### src/hw/rtl/lsm_pkg.sv
// Shared types and constants for the latency statistics monitor.
// Used by lsm_mem, lsm_div and latency_stats_monitor; depends on nothing.
package lsm_pkg;

    localparam int DATA_W    = 32;
    localparam int TS_W      = 64;
    localparam int OP_W      = 2;
    localparam int REQ_W     = 8;
    localparam int DIV_CNT_W = $clog2(DATA_W);

    // Operation codes carried in the op field
    typedef enum logic [OP_W-1:0] {
        OP_START  = 2'd0,
        OP_STOP   = 2'd1,
        OP_UPDATE = 2'd2,
        OP_CLEAR  = 2'd3
    } op_t;

    // One statistics record as stored and returned
    typedef struct packed {
        logic [DATA_W-1:0] call_count;
        logic [DATA_W-1:0] total_time;
        logic [DATA_W-1:0] last_time;
        logic [DATA_W-1:0] min_time;
        logic [DATA_W-1:0] max_time;
        logic [DATA_W-1:0] mean_time;
    } rec_t;

    // Write and clear commands from the controller to the record store
    typedef struct packed {
        logic stats_we;
        logic stamp_we;
        logic clr_stats;
        logic clr_stamp;
        logic clr_all;
    } mem_cmd_t;

    // Controller states
    typedef enum logic [2:0] {
        ST_IDLE,
        ST_SAMPLE,
        ST_FOLD,
        ST_DIV,
        ST_WB
    } state_t;

endpackage

### src/hw/rtl/lsm_div.sv
// Radix-2 restoring divider, one quotient bit per cycle.
// Computes the truncated mean; depends on lsm_pkg.
module lsm_div (
    input  logic                       clk,
    input  logic                       rst_n,
    input  logic                       start,
    input  logic [lsm_pkg::DATA_W-1:0] dividend,
    input  logic [lsm_pkg::DATA_W-1:0] divisor,
    output logic [lsm_pkg::DATA_W-1:0] quotient,
    output logic                       done
);
    import lsm_pkg::*;

    logic [DATA_W-1:0]    rem_reg;
    logic [DATA_W-1:0]    quo_reg;
    logic [DATA_W-1:0]    dvs_reg;
    logic [DIV_CNT_W-1:0] cnt_reg;
    logic                 busy_reg;
    logic                 done_reg;

    logic [DATA_W:0]      trial;
    logic                 fits;
    logic [DATA_W-1:0]    rem_next;
    logic [DATA_W-1:0]    quo_next;

    // Trial subtract of the shifted remainder
    always_comb
    begin
        trial    = {rem_reg, quo_reg[DATA_W-1]} - {1'b0, dvs_reg};
        fits     = !trial[DATA_W];
        rem_next = fits ? trial[DATA_W-1:0] : {rem_reg[DATA_W-2:0], quo_reg[DATA_W-1]};
        quo_next = {quo_reg[DATA_W-2:0], fits};
    end

    // Datapath: load on start, shift while busy
    always_ff @(posedge clk)
    begin
        if (start)
        begin
            rem_reg <= '0;
            quo_reg <= dividend;
            dvs_reg <= divisor;
        end
        else if (busy_reg)
        begin
            rem_reg <= rem_next;
            quo_reg <= quo_next;
        end
    end

    // Control: count steps, pulse done after the last one
    always_ff @(posedge clk or negedge rst_n)
    begin
        if (!rst_n)
        begin
            cnt_reg  <= '0;
            busy_reg <= 1'b0;
            done_reg <= 1'b0;
        end
        else
        begin
            done_reg <= 1'b0;
            if (start)
            begin
                cnt_reg  <= '0;
                busy_reg <= 1'b1;
            end
            else if (busy_reg)
            begin
                cnt_reg <= cnt_reg + 1'b1;
                if (cnt_reg == DIV_CNT_W'(DATA_W - 1))
                begin
                    busy_reg <= 1'b0;
                    done_reg <= 1'b1;
                end
            end
        end
    end

    assign quotient = quo_reg;
    assign done     = done_reg;

endmodule

### config.mk
export PLATFORM = sky130hd
export DESIGN_NAME = lsm_div
export DESIGN_NICKNAME = d
export VERILOG_FILES = /design/src/hw/rtl/lsm_pkg.sv /design/src/hw/rtl/lsm_div.sv
export SDC_FILE = /design/constraint.sdc
export NUM_CORES = 1
export LEC_CHECK = 0
export BUFFER_PORTS_ARGS = -buffer_cell sky130_fd_sc_hd__buf_2
export CAP_MARGIN = 20
export CORE_AREA = 2 2 118 120
export CTS_CLUSTER_SIZE = 28
export DETAILED_ROUTE_END_ITERATION = 10
export DIE_AREA = 0 0 120 122
export PLACE_DENSITY_LB_ADDON = 0.1
export REMOVE_ABC_BUFFERS = 1
export SLEW_MARGIN = 30
export SYNTH_ARGS = -nofsm -noshare
export SYNTH_HDL_FRONTEND = slang
export SYNTH_SLANG_ARGS = --single-unit
### constraint.sdc
create_clock -name clk -period 4.2 [get_ports clk]
set_clock_uncertainty 0.15 [all_clocks]
set_input_delay 0.84 -clock clk [delete_from_list [all_inputs] [get_ports clk]]
set_output_delay 0.84 -clock clk [all_outputs]
set_load 0.01 [all_outputs]
==> impl_metrics.toml <==
[status]
outcome = "completed"

[clock_tree]
cts_hold_buf = 0
cts_tree = "built"
numCtsBuffers = 9
post_cts.repair.setup_buffers = 0
cts_root_buf = "clkbuf_16"
cts.sinks = 103
clk_path_buf_depth = 2
htree_levels = 3
clk_latency_ns = 0.35
path_clk_slew_ns = 0.07
cts_resized = 0

[grt]
grt-ovfl-total = 0
grtUsageTotal = 0.1728
grt_pass1_wl_microns = 19980
grt_max_degree = 65
grtUsageMet2 = 0.2642
antenna_found_initial = 0
grt_pass1_vias = 4169
grt_use_met1 = 0.2318
top_usage_layer = "met2"
use_met3 = 0.04213

[worst_setup_path]
cp_top_family = "compound AO/OA/AOI/OAI gates"
path_cells = "inv_1, ha_1, fa_1, nand2b_1, a21oi_1, o21a_2, nand4bb_1, and4_4, a31oi_4, xnor2_4, buf_12, mux2_2, a211oi_1"
critPathMaxFanout = 20
critical_path.endpoint_type = "flop"
path_buf_inv = 2
r2r_end = "rem_reg[0]"
cpMaxStageDelayCell = "fa_1"
rr_worst_depth = 13
setup.worst_path.start_class = "flop"
regToRegStartpoint = "quotient[31]"
crit_required_ns = 4.32
arrival_ns = 3.48
critical_path_class = "reg -> reg"
rrSetupSlack_ns = 0.84
cpPeakStageDelay_ns = 0.42

[placed_design]
gp_congestion = 0.9119
io_buffers = 99
hpwl_microns = 8765
post_dp_cell_area_sq_mm = 0.006485

[timing]
setup_tns_ns = 0
slew_headroom = 0.4979
rsz0062_at_grt = "no"
final_max_slew_viol_count = 0
min_period_ns = 3.358
finalSetupViolations = 0
timing.final.crit_share = 0.7995
hold_violations = 0
fmax_ghz = 0.2978
worst_slew_pin_slew_ns = 0.7531

[routing]
post_drt_wl_per_cell_microns = 15.06
dr.pass1.iters = 4
drc_errors = 0
viasPerCell = 5.215
wl_microns = 12100
ant_nets = 0
vias = 4188
initialDrtViolationCount = 250

[logic_synthesis]
yosys.cell_types.count = 56
synth_warnings = 0
async_reset_ff_frac = 0.06796
ys_ff_latch = 103
synthCells = 527
ys_seq_area_frac = 0.4708
netlist_area_sq_mm = 0.005814
synth_edf_count = 64
yosys_most_used_dff = "edfxtp_1"
avgSynthCellArea_sq_um = 11.03

[finish]
area_delta_synth_final_pct = 16.72
fin_area_sq_mm = 0.006787
fin_util = 0.5025
final_cell_mix = "98 x buf_2, 64 x edfxtp_1, 49 x nor2_1"
final_common_cell = "buf_2"
nets = 720
drive_above_1_share = 0.2584
n_antenna_cell = 0

[floorplan]
core_sq_mm = 0.01350
dieWidth_microns = 120
die_area_sq_mm = 0.01464
initial_core_util = 0.4306
num_rows = 43
io_pins = 100
die_h_microns = 122

[power_and_ir_drop]
p_leak_nw = 2.957
vdd_ir_drop_max_v = 0.0002213
cellPowerDensity_mw_per_mm2 = 619.8

[run]
drv_cap = 0

[hold_path]
min_path_type = "in -> async"
## area by class of cell
cell class              count  area [sq um]
clock buffers              12         246.5
clock inverters             4         55.05
fillers                  1264          6718
inverters                  40         150.1
multi-input cells         361          2818
flip-flops and latches    103          2739
well taps                 180         225.2
repair buffers            103         553.0
## stage by stage
stage                     power (mW)  worst slack, ns  cells  hold WS [ns]
final                          4.206           0.8422    803        0.1599
after global routing           4.495           0.6952    803        0.1638
after CTS                      4.236           0.8099    803        0.1545
after detailed placement       3.356           0.8293    787        0.3498
after global placement         3.363           0.9306    787        0.3429
after floorplan                2.895           0.4936    504        0.3217
## worst reg2reg max path, stage by stage (launching register included)
cell	delay, ns
edfxtp_1	0.34
inv_1	0.06
ha_1	0.23
fa_1	0.42
nand2b_1	0.18
a21oi_1	0.18
o21a_2	0.20
nand4bb_1	0.16
and4_4	0.27
a31oi_4	0.11
xnor2_4	0.20
buf_12	0.21
mux2_2	0.36
a211oi_1	0.22
## how the worst max path moves through the flow
stage / from / depth (start not counted) / endpoint
2_1_floorplan: quotient[31] / 12 / rem_reg[0]
3_3_place_gp: quotient[31] / 13 / rem_reg[0]
3_5_place_dp: quotient[31] / 13 / rem_reg[0]
4_1_cts: quotient[31] / 13 / rem_reg[0]
5_1_grt: quotient[31] / 13 / rem_reg[0]
6_report: quotient[31] / 13 / rem_reg[0]
## Yosys cell counts, types with 3 or more instances
cell,count,area [sq um]
a211oi_1,31,232.7
a21o_1,11,82.58
a21oi_1,28,140.1
a41oi_1,3,26.28
and2_1,4,25.02
and3_1,7,43.79
buf_6,3,33.78
clkbuf_1,18,67.56
dfrtp_1,7,175.2
dfxtp_1,32,640.6
edfxtp_1,64,1922
ha_1,34,425.4
inv_1,40,150.1
mux2_2,34,382.9
mux2i_1,31,310.3
nand2_1,19,71.32
nand2b_1,7,43.79
nand3_1,4,20.02
nand4_1,5,31.28
nor2_1,49,183.9
nor2b_1,3,18.77
nor3_1,4,20.02
o21a_1,4,30.03
o21ai_0,10,50.05
o21bai_1,5,37.54
o22ai_1,3,18.77
xnor2_1,19,166.4
xor2_1,12,105.1
## routing by layer
metal | vias up | part of all wire
li1 | 2119 | -
met1 | 1940 | 0.47
met2 | 108 | 0.45
met3 | 21 | 0.055
met4 | 0 | 0.025
met5 | - | 0
## power by group
group	total (mW)	internal [mW]	switching (mW)
combinational	1.89	0.894	0.999
clock	0.859	0.482	0.377
sequential	1.45	1.29	0.159
## kinds of logic (layout without fill, tap and decap cells)
group | Yosys count | after routing | synth area share
compound gates | 121 | 121 | 0.1500
simple gates | 108 | 108 | 0.08737
flops | 103 | 103 | 0.4708
mux | 65 | 65 | 0.1192
buf+inv | 63 | 159 | 0.04454
fa+ha+maj | 35 | 35 | 0.07661
xor+xnor | 32 | 32 | 0.05143
Note: power is estimated with default switching activity, not from simulation.
